==> src/rtl/tse_pkg.sv <==
// tse_pkg: shared types and constants for the take stream extractor
// no dependencies; used by the stream interfaces and the top level

package tse_pkg;

	localparam int HISTORY_DEPTH_DEFAULT = 32;

	localparam int BYTE_W    = 8;
	localparam int KIND_W    = 2;
	localparam int COUNT_W   = 17;
	localparam int SKIP_W    = 16;
	localparam int APB_DW    = 32;
	localparam int APB_AW    = 3;
	localparam int NAME_IDX_W = 5;

	localparam logic [SKIP_W-1:0] SKIP_RESET = 16'h5BBD;

	localparam logic [COUNT_W-1:0] GUARD_LEN     = 17'd5;
	localparam logic [COUNT_W-1:0] TAIL_LEN      = 17'd4;
	localparam logic [COUNT_W-1:0] BUFFER_LEN    = 17'd10;
	localparam logic [COUNT_W-1:0] DISCARD_EXTRA = 17'd6;

	// name burst: 12 song bytes, then 8 take bytes
	localparam logic [NAME_IDX_W-1:0] NAME_SONG_LEN = 5'd12;
	localparam logic [NAME_IDX_W-1:0] NAME_LAST_IDX = 5'd19;
	localparam logic [5:0]            SONG_TOP_POS  = 6'd30;
	localparam logic [5:0]            TAKE_TOP_POS  = 6'd20;

	localparam logic [BYTE_W-1:0] CH_T     = 8'h54;
	localparam logic [BYTE_W-1:0] CH_A     = 8'h41;
	localparam logic [BYTE_W-1:0] CH_K     = 8'h4B;
	localparam logic [BYTE_W-1:0] CH_E     = 8'h45;
	localparam logic [BYTE_W-1:0] CH_SPACE = 8'h20;

	localparam int END_MARK_LEN = 11;
	localparam logic [BYTE_W-1:0] END_MARK [END_MARK_LEN] = '{
		8'h56, 8'h53, 8'h31, 8'h36, 8'h38, 8'h30, 8'h45, 8'h54, 8'h32, 8'h35, 8'h44
	};

	localparam logic [KIND_W-1:0] KIND_NAME    = 2'd0;
	localparam logic [KIND_W-1:0] KIND_PAYLOAD = 2'd1;
	localparam logic [KIND_W-1:0] KIND_END     = 2'd2;

	localparam logic [APB_AW-1:0] ADDR_SKIP = 3'd0;

	typedef enum logic [2:0] {
		MODE_GUARD,
		MODE_HUNT,
		MODE_TAIL,
		MODE_DISCARD,
		MODE_BUFFER,
		MODE_PAYLOAD
	} mode_t;

endpackage

==> src/rtl/tse_byte_if.sv <==
// tse_byte_if: valid/ready channel carrying one input byte
// depends on tse_pkg

interface tse_byte_if;
	logic                        valid;
	logic                        ready;
	logic [tse_pkg::BYTE_W-1:0]  data_byte;

	modport source (output valid, output data_byte, input ready);
	modport sink (input valid, input data_byte, output ready);
endinterface

==> src/rtl/tse_result_if.sv <==
// tse_result_if: valid/ready channel carrying one result item
// depends on tse_pkg

interface tse_result_if;
	logic                        valid;
	logic                        ready;
	logic [tse_pkg::KIND_W-1:0]  kind;
	logic [tse_pkg::BYTE_W-1:0]  value;
	logic                        last;

	modport source (output valid, output kind, output value, output last, input ready);
	modport sink (input valid, input kind, input value, input last, output ready);
endinterface

==> src/rtl/take_stream_extractor_unit.sv <==
// take_stream_extractor_unit: byte stream take extractor, top level
// depends on tse_pkg, tse_byte_if, tse_result_if
// a payload or end result sits in the output register in the cycle after its byte is accepted
// throughput: one byte per cycle while the output register is free and no name burst runs;
// the byte that ends the tail starts a 20-byte name burst that holds input until it ends,
// one name byte per cycle out of the output register while the result side does not stall
// reset: asynchronous, clears history to zeros, mode to guard (count 5), skip to 0x5BBD

module take_stream_extractor_unit #(
	parameter int HISTORY_DEPTH = tse_pkg::HISTORY_DEPTH_DEFAULT
) (
	input  logic                         clk,
	input  logic                         arst_n,
	tse_byte_if.sink                     stream,
	tse_result_if.source                 result,
	input  logic                         psel,
	input  logic                         penable,
	input  logic                         pwrite,
	input  logic [tse_pkg::APB_AW-1:0]   paddr,
	input  logic [tse_pkg::APB_DW-1:0]   pwdata,
	output logic [tse_pkg::APB_DW-1:0]   prdata,
	output logic                         pready
);

	localparam int HIST_W = $clog2(HISTORY_DEPTH);

	// history window, entry 0 is the newest byte
	logic [tse_pkg::BYTE_W-1:0]   history_q [HISTORY_DEPTH];
	tse_pkg::mode_t               mode_q, mode_d;
	logic [tse_pkg::COUNT_W-1:0]  count_q, count_d;
	logic [tse_pkg::SKIP_W-1:0]   skip_q;

	// name burst sequencer
	logic                             burst_q;
	logic [tse_pkg::NAME_IDX_W-1:0]   name_idx_q;

	// output register
	logic                         out_valid_q;
	logic [tse_pkg::KIND_W-1:0]   out_kind_q;
	logic [tse_pkg::BYTE_W-1:0]   out_value_q;
	logic                         out_last_q;

	logic                         out_free;
	logic                         accept;
	logic [tse_pkg::BYTE_W-1:0]   in_byte;
	logic                         hunt_hit;
	logic                         end_hit;
	logic                         count_done;
	logic                         burst_start;
	logic                         name_load;
	logic                         payload_load;
	logic [5:0]                   name_pos;
	logic [tse_pkg::BYTE_W-1:0]   name_byte;

	// ---------------------------------------------------------------
	// configuration port: single register, writes in the access phase
	// ---------------------------------------------------------------
	assign pready = 1'b1;

	always_comb begin
		prdata = '0;
		if (paddr == tse_pkg::ADDR_SKIP) begin
			prdata = {{(tse_pkg::APB_DW - tse_pkg::SKIP_W){1'b0}}, skip_q};
		end
	end

	always_ff @(posedge clk or negedge arst_n) begin
		if (!arst_n) begin
			skip_q <= tse_pkg::SKIP_RESET;
		end else if (psel && penable && pwrite && paddr == tse_pkg::ADDR_SKIP) begin
			skip_q <= pwdata[tse_pkg::SKIP_W-1:0];
		end
	end

	// ---------------------------------------------------------------
	// handshake: output register frees when empty or being drained,
	// input is held while the output register is not free or a name burst is in progress
	// ---------------------------------------------------------------
	assign out_free     = !out_valid_q || result.ready;
	assign stream.ready = !burst_q && out_free;
	assign accept       = stream.valid && stream.ready;
	assign in_byte      = stream.data_byte;

	assign count_done = (count_q <= tse_pkg::COUNT_W'(1));

	// "TAKE" sits in the four newest history bytes, incoming byte is not a space
	assign hunt_hit = history_q[3] == tse_pkg::CH_T && history_q[2] == tse_pkg::CH_A &&
		history_q[1] == tse_pkg::CH_K && history_q[0] == tse_pkg::CH_E &&
		in_byte != tse_pkg::CH_SPACE;

	// end marker over the ten newest stored bytes plus the incoming one
	always_comb begin
		end_hit = (in_byte == tse_pkg::END_MARK[tse_pkg::END_MARK_LEN-1]);
		for (int i = 0; i < tse_pkg::END_MARK_LEN - 1; i++) begin
			if (history_q[tse_pkg::END_MARK_LEN - 2 - i] != tse_pkg::END_MARK[i]) begin
				end_hit = 1'b0;
			end
		end
	end

	// ---------------------------------------------------------------
	// mode sequencer: next state
	// ---------------------------------------------------------------
	always_comb begin
		mode_d  = mode_q;
		count_d = count_q;
		if (accept) begin
			unique case (mode_q)
				tse_pkg::MODE_GUARD: begin
					if (!count_done) begin
						count_d = count_q - 1'b1;
					end else begin
						mode_d  = tse_pkg::MODE_HUNT;
						count_d = '0;
					end
				end
				tse_pkg::MODE_HUNT: begin
					if (hunt_hit) begin
						mode_d  = tse_pkg::MODE_TAIL;
						count_d = tse_pkg::TAIL_LEN;
					end
				end
				tse_pkg::MODE_TAIL: begin
					if (!count_done) begin
						count_d = count_q - 1'b1;
					end else begin
						mode_d  = tse_pkg::MODE_DISCARD;
						count_d = {1'b0, skip_q} + tse_pkg::DISCARD_EXTRA;
					end
				end
				tse_pkg::MODE_DISCARD: begin
					if (!count_done) begin
						count_d = count_q - 1'b1;
					end else begin
						mode_d  = tse_pkg::MODE_BUFFER;
						count_d = tse_pkg::BUFFER_LEN;
					end
				end
				tse_pkg::MODE_BUFFER: begin
					if (!count_done) begin
						count_d = count_q - 1'b1;
					end else begin
						mode_d  = tse_pkg::MODE_PAYLOAD;
						count_d = '0;
					end
				end
				tse_pkg::MODE_PAYLOAD: begin
					if (end_hit) begin
						mode_d  = tse_pkg::MODE_GUARD;
						count_d = tse_pkg::GUARD_LEN;
					end
				end
				default: begin
					mode_d  = tse_pkg::MODE_GUARD;
					count_d = tse_pkg::GUARD_LEN;
				end
			endcase
		end
	end

	// ---------------------------------------------------------------
	// mode sequencer: outputs (result loads and burst start)
	// ---------------------------------------------------------------
	always_comb begin
		burst_start  = 1'b0;
		payload_load = 1'b0;
		unique case (mode_q)
			tse_pkg::MODE_TAIL:    burst_start  = accept && count_done;
			tse_pkg::MODE_PAYLOAD: payload_load = accept;
			default: begin
				burst_start  = 1'b0;
				payload_load = 1'b0;
			end
		endcase
	end

	assign name_load = burst_q && out_free;

	always_ff @(posedge clk or negedge arst_n) begin
		if (!arst_n) begin
			mode_q  <= tse_pkg::MODE_GUARD;
			count_q <= tse_pkg::GUARD_LEN;
		end else begin
			mode_q  <= mode_d;
			count_q <= count_d;
		end
	end

	// history shifts on every accepted byte except while discarding
	always_ff @(posedge clk or negedge arst_n) begin
		if (!arst_n) begin
			for (int i = 0; i < HISTORY_DEPTH; i++) begin
				history_q[i] <= '0;
			end
		end else if (accept && mode_q != tse_pkg::MODE_DISCARD) begin
			history_q[0] <= in_byte;
			for (int i = 1; i < HISTORY_DEPTH; i++) begin
				history_q[i] <= history_q[i-1];
			end
		end
	end

	// ---------------------------------------------------------------
	// name burst: history is frozen while input is held, so the name
	// bytes are read straight out of the window, while the output register is free one per cycle
	// ---------------------------------------------------------------
	always_comb begin
		if (name_idx_q < tse_pkg::NAME_SONG_LEN) begin
			name_pos = tse_pkg::SONG_TOP_POS - {1'b0, name_idx_q};
		end else begin
			name_pos = tse_pkg::TAKE_TOP_POS - {1'b0, name_idx_q};
		end
		name_byte = history_q[HIST_W'(name_pos)];
	end

	always_ff @(posedge clk or negedge arst_n) begin
		if (!arst_n) begin
			burst_q    <= 1'b0;
			name_idx_q <= '0;
		end else if (burst_start) begin
			burst_q    <= 1'b1;
			name_idx_q <= '0;
		end else if (name_load) begin
			name_idx_q <= name_idx_q + 1'b1;
			if (name_idx_q == tse_pkg::NAME_LAST_IDX) begin
				burst_q <= 1'b0;
			end
		end
	end

	// ---------------------------------------------------------------
	// output register
	// ---------------------------------------------------------------
	always_ff @(posedge clk or negedge arst_n) begin
		if (!arst_n) begin
			out_valid_q <= 1'b0;
		end else if (name_load || payload_load) begin
			out_valid_q <= 1'b1;
		end else if (result.ready) begin
			out_valid_q <= 1'b0;
		end
	end

	always_ff @(posedge clk) begin
		if (name_load) begin
			out_kind_q  <= tse_pkg::KIND_NAME;
			out_value_q <= name_byte;
			out_last_q  <= (name_idx_q == tse_pkg::NAME_LAST_IDX);
		end else if (payload_load) begin
			out_last_q <= 1'b1;
			if (end_hit) begin
				out_kind_q  <= tse_pkg::KIND_END;
				out_value_q <= '0;
			end else begin
				// byte eleven back once the incoming byte is pushed
				out_kind_q  <= tse_pkg::KIND_PAYLOAD;
				out_value_q <= history_q[tse_pkg::END_MARK_LEN - 2];
			end
		end
	end

	assign result.valid = out_valid_q;
	assign result.kind  = out_kind_q;
	assign result.value = out_value_q;
	assign result.last  = out_last_q;

endmodule

==> src/flat_wrapper.sv <==
// flat-port wrapper written by rule: the top's interface ports become plain ports
module take_stream_extractor_unit_flat 
#(
	parameter int HISTORY_DEPTH = tse_pkg::HISTORY_DEPTH_DEFAULT
)
  (clk, arst_n, psel, penable, pwrite, paddr, pwdata, prdata, pready, stream_valid, stream_data_byte, stream_ready, result_valid, result_kind, result_value, result_last, result_ready);
  tse_byte_if stream_i ();
  tse_result_if result_i ();
  input  logic clk;
  input  logic arst_n;
  input  logic psel;
  input  logic penable;
  input  logic pwrite;
  input  logic [tse_pkg::APB_AW-1:0] paddr;
  input  logic [tse_pkg::APB_DW-1:0] pwdata;
  output logic [tse_pkg::APB_DW-1:0] prdata;
  output logic pready;
  input wire logic [$bits(stream_i.valid)-1:0] stream_valid;
  input wire logic [$bits(stream_i.data_byte)-1:0] stream_data_byte;
  output wire logic [$bits(stream_i.ready)-1:0] stream_ready;
  output wire logic [$bits(result_i.valid)-1:0] result_valid;
  output wire logic [$bits(result_i.kind)-1:0] result_kind;
  output wire logic [$bits(result_i.value)-1:0] result_value;
  output wire logic [$bits(result_i.last)-1:0] result_last;
  input wire logic [$bits(result_i.ready)-1:0] result_ready;
  assign stream_i.valid = stream_valid;
  assign stream_i.data_byte = stream_data_byte;
  assign stream_ready = stream_i.ready;
  assign result_valid = result_i.valid;
  assign result_kind = result_i.kind;
  assign result_value = result_i.value;
  assign result_last = result_i.last;
  assign result_i.ready = result_ready;
  take_stream_extractor_unit #(.HISTORY_DEPTH(HISTORY_DEPTH)) u_core (.clk(clk), .arst_n(arst_n), .stream(stream_i), .result(result_i), .psel(psel), .penable(penable), .pwrite(pwrite), .paddr(paddr), .pwdata(pwdata), .prdata(prdata), .pready(pready));
endmodule
==> config.mk <==
export PLATFORM = sky130hd
export DESIGN_NAME = take_stream_extractor_unit_flat
export DESIGN_NICKNAME = d
export VERILOG_FILES = /design/src/rtl/tse_pkg.sv /design/src/rtl/tse_byte_if.sv /design/src/rtl/tse_result_if.sv /design/src/rtl/take_stream_extractor_unit.sv /design/src/flat_wrapper.sv
export SDC_FILE = /design/constraint.sdc
export NUM_CORES = 1
export LEC_CHECK = 0
export BUFFER_PORTS_ARGS = -buffer_cell sky130_fd_sc_hd__buf_2
export CORE_ASPECT_RATIO = 0.7
export CORE_UTILIZATION = 30
export CTS_BUF_LIST = sky130_fd_sc_hd__clkbuf_8
export DETAILED_ROUTE_END_ITERATION = 8
export SETUP_SLACK_MARGIN = 0.15
export SLEW_MARGIN = 20
export SYNTH_ARGS = -nofsm -noshare
export SYNTH_HDL_FRONTEND = slang
export SYNTH_SLANG_ARGS = --single-unit
==> constraint.sdc <==
create_clock -name clk -period 3.5 [get_ports clk]
set_input_delay 0.525 -clock clk [delete_from_list [all_inputs] [get_ports clk]]
set_output_delay 0.525 -clock clk [all_outputs]
set_load 0.03 [all_outputs]
Yosys cells after proc, flatten, opt, wreduce, memory -nomap -nowiden
Cells that the tools add are included.

Memory bits (writable): 0. Output and inout port bits: 46. Logic and storage cells: 148. Bits of input ports: 50. Latch bits: 0. Memories: 0. Register bits: 310. Memory bits (read-only): 0.

Reductions and logical operators: 26. Divide/modulo/power cells: 0. Magnitude comparators: 3. Multipliers: 0. Bitwise operators: 1. Muxes and demuxes: 43. Shift-type cells: 0. Eq/ne operators: 29. $add $sub $neg: 5.

Operator list (number): $mux 17 (5); $pmux 17 s5 (1); $ne 8x6->1 const B (7); $bmux 8 s5 (1); $eq 8x7->1 const B (5); $mux 8 (5); $ne 8x7->1 const B (4); $mux 1 (19); $mux 3 (6); $pmux 3 s6 (1); $add 16x3->17 const B (1); $le 17x1->1 const B (1); $sub 17x1->17 const B (1); $mux 16 (1); $mux 5 (3); $logic_and 1x1->1 (12); $ne 2x1->1 const B (6); $sub 5x5->5 const A (2); $reduce_bool 2->1 (4); $reduce_and 7->1 (1); $eq 3x2->1 const B (2); $eq 3x3->1 const B (2); $ge 6x6->1 const B (1); $logic_not 3->1 (2); 12 further kinds (14).

Longest topological paths before layout
Gate-level depths: netlist of run 1.

Depth after elaboration: 14. Gate-level depth with buffers: 13.

Worst setup path before layout of run 1
Ideal clock, no wire load.

Path type: register -> register. From: register u_core.name_idx_q[4] (netlist bit). To: register u_core.out_value_q, in the netlist u_core.result.value[5] (data pin). Clock period less this slack: 3.014 ns. Data required time: 3.209 ns. Slack: 0.486 ns. Stages on the path, launching flop included: 11. Data arrival time: 2.723 ns. Path through: dfrtp_1 > clkbuf_2 > nand2b_1 > fa_1 > buf_4 > buf_4 > buf_1 > mux4_2 > mux2_1 > o22ai_1 > a211oi_1.

Cells in the longest elaborated chain, start to end: 7.

Ends and longest elaborated chain: from (decl) (line take_stream_extractor_unit.sv:35) `logic [tse_pkg::NAME_IDX_W-1:0] name_idx_q;`; from (signal assigned) (line take_stream_extractor_unit.sv:224) `name_idx_q <= name_idx_q + 1'b1;`; $sub 5x5->5 (tied with other cells) (line take_stream_extractor_unit.sv:211) `name_pos = tse_pkg::TAKE_TOP_POS - {1'b0, name_idx_q};`; $mux 5 (*) (line take_stream_extractor_unit.sv:208) `if (name_idx_q < tse_pkg::NAME_SONG_LEN) begin`; $not 5->6 (not written as such) (*) (line take_stream_extractor_unit.sv:213) `name_byte = history_q[HIST_W'(name_pos)];`; $bmux 8 s5 (*) (line take_stream_extractor_unit.sv:213); $mux 8 (not written as such) (*) (2 in a row) (line take_stream_extractor_unit.sv:213); $mux 8 (*) (line take_stream_extractor_unit.sv:245) `if (name_load) begin`; to (signal assigned) (line take_stream_extractor_unit.sv:247) `out_value_q <= name_byte;`; to (signal assigned) (line take_stream_extractor_unit.sv:257) `out_value_q <= history_q[tse_pkg::END_MARK_LEN - 2];`; to (decl) (line take_stream_extractor_unit.sv:40) `logic [tse_pkg::BYTE_W-1:0] out_value_q;`.

Mark *: on every way between the ends. The rest lies on a longest branch, timed or not. The select of a mux whose other input is x is not followed. A chain may end at the register's enable or synchronous reset.

Worst setup path in the final report of run 1
From: register u_core.name_idx_q[3] (netlist bit). To: register u_core.out_value_q, in the netlist u_core.result.value[3] (data pin).

Same word-level chain as after synthesis.

==> results.sh, run 1 <==
export IMPL_p_leak_uw=0.00740
export IMPL_gp_congestion=0.835
export IMPL_io_pins=96
export IMPL_clkTransAtPathRegs_ps=70
export IMPL_firstDrtPassIters=5
export IMPL_grt_pass1_vias=9530
export IMPL_max_cap_violations=0
export IMPL_synth_edff_count=9
export IMPL_cts_sinks=310
export IMPL_fmax_ghz=0.313
export IMPL_clkPwrFrac=0.250
export IMPL_grt_pass1_wl_um=53200
export IMPL_finalSetupTns_ps=0
export IMPL_reg2reg_from="u_core.name_idx_q[3]"
export IMPL_die_x_um=272
export IMPL_holdPathStages=2
export IMPL_num_vias=9401
export IMPL_ant_nets=0
export IMPL_arrival_ps=3490
export IMPL_r2r_end="u_core.result.value[3]"
export IMPL_antenna_cells=0
export IMPL_clockBufferDepth=3
export IMPL_antenna_found_initial=1
export IMPL_fin_crit_sh=0.913
export IMPL_core_mm2=0.0498
export IMPL_dp_hpwl_um=21400
export IMPL_fin_crit_ps=3190
export IMPL_die_height_um=191
export IMPL_drtIter0Drc=695
export IMPL_cts_tree="built"
export IMPL_worst_setup_path_start_kind="flip-flop"
export IMPL_worstPathCellList="nand2_1 -> nand2b_1 -> fa_4 -> buf_12 -> mux4_2 -> mux2_1 -> o22ai_1 -> a211oi_1"
export IMPL_routed_wl_um=32700
export IMPL_final_hold_violation_count=0
export IMPL_crit_type="reg -> reg"
export IMPL_htreeDepth=2
export IMPL_slowest_delay_ps=850
export IMPL_final_max_slew_viol_count=0
export IMPL_swShare=0.300
export IMPL_min_from="stream_data_byte[4]"
export IMPL_synth_main_ff_cell="dfrtp_1"
export IMPL_grtUsageTotal=0.128
export IMPL_ys_warn_count=0
export IMPL_setup_viol=0
export IMPL_cpMaxStageDelayCell="fa_4"
export IMPL_cts_buffers=47
export IMPL_cts_root_buf="clkbuf_8"
export IMPL_area_growth_syn_to_layout_pct=13.3
export IMPL_postSynth_asyncResetShare=0.965
export IMPL_drive_above_1_share=0.429
export IMPL_grt_overflow=0
export IMPL_syn_area_per_cell_um2=13.7
export IMPL_cp_max_fo=27
export IMPL_worstMarginPinSlew_ps=866
export IMPL_power_uw=12300
export IMPL_fin_skew_ps=46.5
export IMPL_routedWlPerCell_um=17.3
export IMPL_combPwrFrac=0.237
export IMPL_max_slew_margin=0.423
export IMPL_min_to="u_core.history_q[252]"
export IMPL_vdd_ir_drop_max_v=0.000358
export IMPL_p_per_area_mw_per_mm2=708
export IMPL_viasPerCell=4.97
export IMPL_reg2reg_setup_slack_ps=310
export IMPL_worst_ep_required_time_ps=3800
export IMPL_port_buffers=62
export IMPL_status="finished clean"
export IMPL_synthCells=1117
export IMPL_hold_path_class="in -> reg"
export IMPL_synth_area_mm2=0.0153
export IMPL_nNetsFinal=1243
export IMPL_dieArea_mm2=0.0519
export IMPL_cts_resized=0
export IMPL_grt_max_degree=147
export IMPL_p_sw_uw=3670
export IMPL_clock_latency_ps=610
export IMPL_start_util=0.307
export IMPL_ys_seq_area_frac=0.511
export IMPL_drc=0
export IMPL_end_kind="flip-flop"
export IMPL_p_seq_frac=0.513
export IMPL_ys_seq_elements=310
export IMPL_rows=68
export IMPL_rsz0062_at_grt="false"
export IMPL_synth_cell_type_count=65
export IMPL_rr_worst_depth=8
export IMPL_p_int_uw=8590
-- worst max path at each step --
stage                         startpoint                     end  depth (start not counted)
floorplan           u_core.name_idx_q[4]  u_core.result.value[5]                         10
global placement    u_core.name_idx_q[3]  u_core.result.value[7]                          9
detailed placement  u_core.name_idx_q[3]  u_core.result.value[7]                          9
CTS                 u_core.name_idx_q[3]  u_core.result.value[3]                          8
global route        u_core.name_idx_q[3]  u_core.result.value[3]                          8
finish              u_core.name_idx_q[3]  u_core.result.value[3]                          8
-- cells by family after synthesis --
logic type | share of synthesized area
buf+inv | 0.0354
other cells | 0.000491
simple gates | 0.0768
mux | 0.315
fa+ha+maj | 0.00540
flops | 0.511
compound gates | 0.0457
xor+xnor | 0.0109
-- layer usage --
metal,global-route usage,wire length (um)
met1,0.197,16500
met2,0.181,14100
met3,0.0240,1650
met4,0.0300,475
met5,0,0
-- synth_stat cells (3+ instances only) --
| cell | n | area, um^2 |
|---|---|---|
| o221ai_1 | 5 | 43.8 |
| nor4bb_1 | 8 | 80.1 |
| xnor2_1 | 4 | 35.0 |
| buf_6 | 3 | 33.8 |
| buf_2 | 41 | 205 |
| and2_1 | 20 | 125 |
| a31oi_1 | 3 | 18.8 |
| mux2_1 | 5 | 56.3 |
| o211ai_1 | 6 | 45.0 |
| nor2_1 | 34 | 128 |
| o21ai_0 | 26 | 130 |
| dfstp_2 | 13 | 342 |
| nor2b_1 | 9 | 56.3 |
| edfxtp_1 | 9 | 270 |
| mux2i_1 | 17 | 170 |
| nor3b_1 | 3 | 22.5 |
| a221o_1 | 5 | 50.1 |
| nor3_1 | 15 | 75.1 |
| and3_1 | 7 | 43.8 |
| nor4_1 | 3 | 18.8 |
| ha_1 | 5 | 62.6 |
| mux4_2 | 64 | 1440 |
| a211oi_1 | 12 | 90.1 |
| nor4b_1 | 11 | 96.3 |
| inv_1 | 19 | 71.3 |
| o22ai_1 | 13 | 81.3 |
| dfrtp_1 | 286 | 7160 |
| clkbuf_1 | 13 | 48.8 |
| nand2b_1 | 5 | 31.3 |
| nand3_1 | 12 | 60.1 |
| nand4_1 | 13 | 81.3 |
| nand2_1 | 46 | 173 |
| buf_4 | 22 | 165 |
| xor2_1 | 15 | 131 |
| a21oi_1 | 28 | 140 |
| buf_1 | 3 | 11.3 |
| mux2_2 | 279 | 3140 |
-- power by group through the flow --
stage | registers [uW] | clock network, uW | logic [uW]
3_5_place_dp | 6330 | 0 | 2920
6_report | 6290 | 3060 | 2900
4_1_cts | 6270 | 3170 | 2940
2_1_floorplan | 5830 | 0 | 2500
5_1_grt | 6510 | 3350 | 3170
3_3_place_gp | 6240 | 0 | 2810
-- layout make-up --
| cell class | instances | area (um^2) |
|---|---|---|
| tap | 665 | 832 |
| inverter | 19 | 71.3 |
| multi-input combinational | 720 | 7020 |
| fill | 4861 | 32400 |
| sequential | 310 | 7810 |
| timing repair buffer | 89 | 613 |
| clock inverter | 24 | 115 |
| clock buffer | 63 | 867 |
-- timing repair --
item | CTS | global route
endpoints found under the hold margin | 54 | 0
hold buffers | 1 | 0
buffers inserted | 0 | 0
-- critical path: cells and delay by family, from the launching register on --
family                     cells  cell delay (ps)
buffers and inverters          1              250
muxes                          2              880
AOI/OAI and AO/OA              2              240
DFF                            1              470
adders and majority gates      1              850
and+or+nand+nor                2              230
-- flip-flops by register name (all words and copies together) (netlist names) --
register	count
u_core.count_q	17
u_core.burst_q	1
u_core.result.value	8
u_core.mode_q	3
u_core.history_q	256
u_core.result.valid	1
u_core.result.kind	2
u_core.name_idx_q	5
u_core.skip_q	16
u_core.result.last	1
-- cells in the final DEF (no fill, tap or decap), types with 6 or more instances in the layout --
cell type and n:
nor2_1 34, nand4_1 13, and2_1 20, clkbuf_8 63
nor4bb_1 8, nor3_1 15, nor2b_1 9, nor4b_1 11
inv_1 37, nand2_1 45, buf_12 7, dfrtp_1 285
dfstp_2 13, nand3_1 12, mux4_2 64, o21ai_0 26
and3_1 7, mux2i_1 17, edfxtp_1 9, xor2_1 14
conb_1 17, o211ai_1 6, mux2_2 279, buf_2 61
a21oi_1 28, buf_4 19, o22ai_1 13, a211oi_1 12
-- stage by stage --
| stage | util | worst slack [ps] | instances | cell area [um^2] | hold slack [ps] |
|---|---|---|---|---|---|
| final | 0.348 | 306 | 1890 | 17300 | 170 |
| after floorplan | - | 486 | 1132 | 15300 | 229 |
| after global placement | 0.328 | 333 | 1802 | 16300 | 453 |
| after global routing | 0.348 | 225 | 1890 | 17300 | 146 |
| after CTS | 0.348 | 281 | 1890 | 17300 | 127 |
| after detailed placement | 0.328 | 300 | 1802 | 16300 | 454 |
(Power assumes the default switching activity.)
==> run 2, diff against run 1 <==
--- a/config.mk
+++ b/config.mk
@@ -7,7 +7,8 @@
 export LEC_CHECK = 0
 export BUFFER_PORTS_ARGS = -buffer_cell sky130_fd_sc_hd__buf_2
 export CORE_ASPECT_RATIO = 0.7
-export CORE_UTILIZATION = 30
+export CORE_MARGIN = 5
+export CORE_UTILIZATION = 45
 export CTS_BUF_LIST = sky130_fd_sc_hd__clkbuf_8
 export DETAILED_ROUTE_END_ITERATION = 8
 export SETUP_SLACK_MARGIN = 0.15
==> results.sh, run 2 (same netlist as run 1, synthesis figures left out) <==
export IMPL_status="finished clean"
export IMPL_die_height_um=164
export IMPL_start_util=0.456
export IMPL_vdd_ir_drop_max_v=0.000403
export IMPL_cts_root_buf="clkbuf_8"
export IMPL_antenna_cells=0
export IMPL_max_cap_violations=0
export IMPL_rr_worst_depth=9
export IMPL_drtIter0Drc=573
export IMPL_grt_pass1_wl_um=52100
export IMPL_cts_buffers=48
export IMPL_hold_path_class="in -> reg"
export IMPL_core_mm2=0.0335
export IMPL_finalSetupTns_ps=0
export IMPL_end_kind="flip-flop"
export IMPL_final_hold_violation_count=0
export IMPL_firstDrtPassIters=5
export IMPL_cts_sinks=310
export IMPL_fin_crit_sh=0.892
export IMPL_area_growth_syn_to_layout_pct=11.8
export IMPL_fmax_ghz=0.320
export IMPL_dp_cells=1581
export IMPL_fin_skew_ps=25.5
export IMPL_grt_max_degree=84
export IMPL_stdcell_count=1668
export IMPL_die_x_um=230
export IMPL_final_common_cell="dfrtp_1"
export IMPL_p_leak_uw=0.00744
export IMPL_grt_overflow=0
export IMPL_gp_congestion=0.842
export IMPL_routedWlPerCell_um=19.2
export IMPL_grt_pass1_vias=9437
export IMPL_fin_crit_ps=3120
export IMPL_max_slew_margin=0.473
export IMPL_reg2reg_setup_slack_ps=380
export IMPL_reg_top3="u_core.history_q x256, u_core.count_q x17, u_core.skip_q x16"
export IMPL_final_max_slew_viol_count=0
export IMPL_nNetsFinal=1253
export IMPL_setup_viol=0
export IMPL_htreeDepth=2
export IMPL_largest_register_ffs=256
export IMPL_crit_type="reg -> reg"
export IMPL_io_pins=96
export IMPL_clkTransAtPathRegs_ps=70
export IMPL_rows=56
export IMPL_drc=0
export IMPL_cts_setup_buffers=0
export IMPL_dp_hpwl_um=21600
export IMPL_worst_ep_required_time_ps=3840
export IMPL_antenna_found_initial=0
export IMPL_p_per_area_mw_per_mm2=711
export IMPL_dieArea_mm2=0.0378
export IMPL_arrival_ps=3470
export IMPL_holdPathStages=3
export IMPL_rsz0062_at_grt="false"
export IMPL_ant_nets=0
export IMPL_cp_max_fo=23
export IMPL_clock_latency_ps=590
export IMPL_routed_wl_um=32100
export IMPL_num_vias=9350
export IMPL_worstMarginPinSlew_ps=791
export IMPL_cts_tree="built"
export IMPL_clockBufferDepth=3
export IMPL_port_buffers=62
export IMPL_grtUsageTotal=0.170
export IMPL_worst_setup_path_start_kind="flip-flop"
export IMPL_drive_above_1_share=0.429
export IMPL_final_cell_mix="dfrtp_1, mux2_2, mux4_2, buf_2, clkbuf_8"
export IMPL_largest_register="u_core.history_q"
export IMPL_viasPerCell=5.61
[run 2: changes by cell type in the layout (fill, tap and decap cells not counted), sizes merged]
| cell | previous run | this run |
|---|---|---|
| clkbuf | 63 | 59 |
| buf | 88 | 97 |
| clkinv | 5 | 3 |
| inv | 38 | 43 |
[run 2: area by class of cell]
cell class                      count  area, um^2
Inverter                           19        71.3
Clock inverter                     27         121
Sequential cell                   310        7810
Fill cell                        2944       16400
Tap cell                          435         544
Timing Repair Buffer               98         718
Clock buffer                       59         812
Multi-Input combinational cell    720        7020
[run 2: worst paths after layout]
kind,startpoint,end
worst max-delay path,u_core.name_idx_q[3],u_core.result.value[6]
worst min-delay path,pwdata[2],u_core.skip_q[2]
worst max register to register,u_core.name_idx_q[3],u_core.result.value[6]
worst min register to register,u_core.result.kind[1],u_core.result.kind[1]
max in group asynchronous,arst_n,u_core.history_q[39]
min in group asynchronous,arst_n,u_core.history_q[14]
[run 2: power by group]
part	internal [uW]	switching (uW)
registers	5050	1240
logic	1950	970
clock network	1520	1420
[run 2: critical path, stage by stage (launching register included)]
cell and delay (ps):
dfrtp_1 380, nand2_1 100, nand2b_1 110, fa_4 920
buf_12 240, mux4_2 310, nor2b_1 140, a211oi_1 210
a21oi_1 100, a221o_1 360
[run 2: layer usage]
metal / global-route usage / vias to the layer above / wire length, um
met5: 0 / - / 0
met3: 0.0344 / 52 / 1420
li1: - / 4301 / -
met4: 0.0415 / 0 / 627
met2: 0.244 / 174 / 13800
met1: 0.266 / 4823 / 16200
[run 2: through the flow]
stage          cell area (um^2)   util  worst slack [ps]  total power (uW)  hold slack [ps]
2_1_floorplan             15300      -               486              8330              229
3_3_place_gp              16200  0.482               403              9130              461
3_5_place_dp              16200  0.482               368              9270              468
4_1_cts                   17100  0.510               376             12300              114
5_1_grt                   17100  0.510               240             12900              129
6_report                  17100  0.510               378             12100              143
[run 2: repair_timing]
item                      CTS  global route
gates resized for setup     0             0
hold endpoints to repair   79             0
hold buffers                1             0
==> run 3, diff against run 2 <==
--- a/config.mk
+++ b/config.mk
@@ -5,6 +5,7 @@
 export SDC_FILE = /design/constraint.sdc
 export NUM_CORES = 1
 export LEC_CHECK = 0
+export ABC_AREA = 1
 export BUFFER_PORTS_ARGS = -buffer_cell sky130_fd_sc_hd__buf_2
 export CORE_ASPECT_RATIO = 0.7
 export CORE_MARGIN = 5
==> results.sh, run 3 <==
export IMPL_synth_most_common_cell="nand2_1"
export IMPL_rsz0062_at_grt="false"
export IMPL_stdcell_count=2750
export IMPL_nNetsFinal=2284
export IMPL_setup_viol=0
export IMPL_port_buffers=62
export IMPL_cts_sinks=310
export IMPL_drtIter0Drc=1209
export IMPL_io_pins=96
export IMPL_start_util=0.454
export IMPL_synth_edff_count=9
export IMPL_yosys_area_top_type="dfrtp_1"
export IMPL_dp_hpwl_um=26400
export IMPL_cts_root_buf="clkbuf_8"
export IMPL_cpMaxStageDelayCell="fa_4"
export IMPL_routed_wl_um=41400
export IMPL_final_max_slew_viol_count=0
export IMPL_synth_top_area_share=0.441
export IMPL_synth_area_top_cells="dfrtp_1, nand2_1, o21ai_0, a21oi_1, inv_1"
export IMPL_worstPathCellList="nand2_1 -> inv_1 -> nor2_1 -> inv_1 -> fa_4 -> buf_4 -> a21oi_1 -> o21ai_0 -> nand2_1 -> nand2_1 -> nand2_1 -> nand2_1 -> nand3_1 -> nand3_1 -> nand2_1"
export IMPL_worstMarginPinSlew_ps=909
export IMPL_area_growth_syn_to_layout_pct=10.5
export IMPL_htreeDepth=2
export IMPL_worst_setup_path_start_kind="flip-flop"
export IMPL_fin_crit_ps=3100
export IMPL_hold_ws_ps=-40.8
export IMPL_synth_main_ff_cell="dfrtp_1"
export IMPL_finalSetupTns_ps=0
export IMPL_clockBufferDepth=3
export IMPL_grt_pass1_vias=13100
export IMPL_rows=58
export IMPL_grt_overflow=0
export IMPL_antenna_cells=0
export IMPL_cts_setup_buffers=0
export IMPL_gp_congestion=0.881
export IMPL_postSynth_asyncResetShare=0.965
export IMPL_synth_area_mm2=0.0162
export IMPL_routedWlPerCell_um=15.1
export IMPL_drc=0
export IMPL_worst_ep_required_time_ps=3810
export IMPL_final_cell_mix="nand2_1, dfrtp_1, o21ai_0, inv_1, nor2_1"
export IMPL_critPathBufInv=3
export IMPL_hold_buffers=0
export IMPL_post_route_util=0.501
export IMPL_dp_cells=2656
export IMPL_synthCells=2204
export IMPL_fin_crit_sh=0.885
export IMPL_grt_max_degree=184
export IMPL_die_height_um=169
export IMPL_end_kind="flip-flop"
export IMPL_synth_common_cells="nand2_1, dfrtp_1, o21ai_0"
export IMPL_critPathMostFrequentCell="nand2_1"
export IMPL_ys_seq_area_frac=0.481
export IMPL_ys_seq_elements=310
export IMPL_num_vias=13900
export IMPL_die_x_um=237
export IMPL_fmax_ghz=0.323
export IMPL_fin_skew_ps=42.1
export IMPL_core_mm2=0.0358
export IMPL_reg2reg_from="u_core.name_idx_q[3]"
export IMPL_drive_above_1_share=0.0947
export IMPL_cts_resized=0
export IMPL_cp_depth=15
export IMPL_rr_worst_depth=15
export IMPL_cpLargestDelayFamily="simple AND/OR/NAND/NOR gates"
export IMPL_cp_max_fo=28
export IMPL_arrival_ps=3400
export IMPL_clock_latency_ps=620
export IMPL_largest_register_ffs=256
export IMPL_cts_buffers=50
export IMPL_clkTransAtPathRegs_ps=60
export IMPL_dieArea_mm2=0.0400
export IMPL_synth_cell_type_count=43
export IMPL_crit_start="u_core.name_idx_q[3]"
export IMPL_max_slew_margin=0.394
export IMPL_ant_nets=0
export IMPL_crit_type="reg -> reg"
export IMPL_grt_pass1_wl_um=68900
export IMPL_reg_top3="u_core.history_q x256, u_core.count_q x17, u_core.skip_q x16"
export IMPL_hold_path_class="in -> async"
export IMPL_antenna_found_initial=0
export IMPL_reg2reg_setup_slack_ps=400
export IMPL_ys_warn_count=0
export IMPL_firstDrtPassIters=7
export IMPL_violations="negative hold slack"
export IMPL_viasPerCell=5.07
export IMPL_final_common_cell="nand2_1"
export IMPL_r2r_end="u_core.result.value[6]"
export IMPL_cts_tree="built"
export IMPL_slowest_delay_ps=800
export IMPL_endpoint="u_core.result.value[6]"
export IMPL_final_hold_violation_count=11
export IMPL_status="finished, violations left"
export IMPL_largest_register="u_core.history_q"
export IMPL_max_cap_violations=0
export IMPL_grtUsageTotal=0.208
export IMPL_syn_area_per_cell_um2=7.36
[run 3: changes by cell type after synthesis, moves of 20 or more]
cell	before	now
mux4_2	64	0
o21ai_0	26	252
clkbuf_1	13	45
nor2_1	34	212
and2_1	20	0
nand3_1	12	77
mux2_2	279	2
inv_1	19	213
nand2_1	46	646
buf_2	41	71
o211ai_1	6	34
a21oi_1	28	179
o21ai_1	1	54
[run 3: worst min path at each step]
stage,to,cells past startpoint
detailed placement,u_core.history_q[241],2
CTS,u_core.history_q[239],1
global placement,u_core.history_q[55],2
finish,u_core.history_q[238],1
floorplan,u_core.burst_q,0
global route,u_core.history_q[95],1
[run 3: worst reg2reg max path, stage by stage, from the launching register on]
cell     delay, ps
dfrtp_1        420
nand2_1        120
inv_1           50
nor2_1         120
inv_1           70
fa_4           800
buf_4          340
a21oi_1         80
o21ai_0        120
nand2_1         80
nand2_1         60
nand2_1         60
nand2_1         60
nand3_1        150
nand3_1        170
nand2_1        130
[run 3: final cells by class]
class                   instances  area [um^2]
clock buffers                  63          867
flip-flops and latches        310         7810
fillers                      3497        17800
well taps                     480          601
multi-input cells            1535         6920
inverters                     234          880
clock inverters                31          160
repair buffers                 97          699
[run 3: metrics by stage]
| stage | instance area, um^2 | worst slack, ps |
|---|---|---|
| finish | 17900 | 401 |
| global route | 17900 | 161 |
| CTS | 17900 | 349 |
| detailed placement | 16900 | 360 |
| global placement | 16900 | 394 |
| floorplan | 16300 | 955 |
[run 3: kinds of logic (layout without fill, tap and decap cells)]
logic type,count (synthesis),count (layout),share of synthesized area
AOI/OAI and AO/OA,525,525,0.168
xor gates and xnor gates,15,15,0.00971
adders and majority gates,6,6,0.00509
buffers and inverters,374,425,0.0974
DFF,310,310,0.481
muxes,2,2,0.00139
other,2,17,0.000463
and+or+nand+nor,970,970,0.236
[run 3: per-layer routing]
layer  vias to the layer above  routed length (um)  GRT usage
li1                       7053                   -          -
met1                      6496               20900      0.321
met2                       338               17100      0.296
met3                        61                2650     0.0454
met4                         0                 782     0.0514
met5                         -                   0          0
Power of run 3 is not shown: default switching activity piles up to over one toggle a cycle in this logic, so the estimate is an artifact.
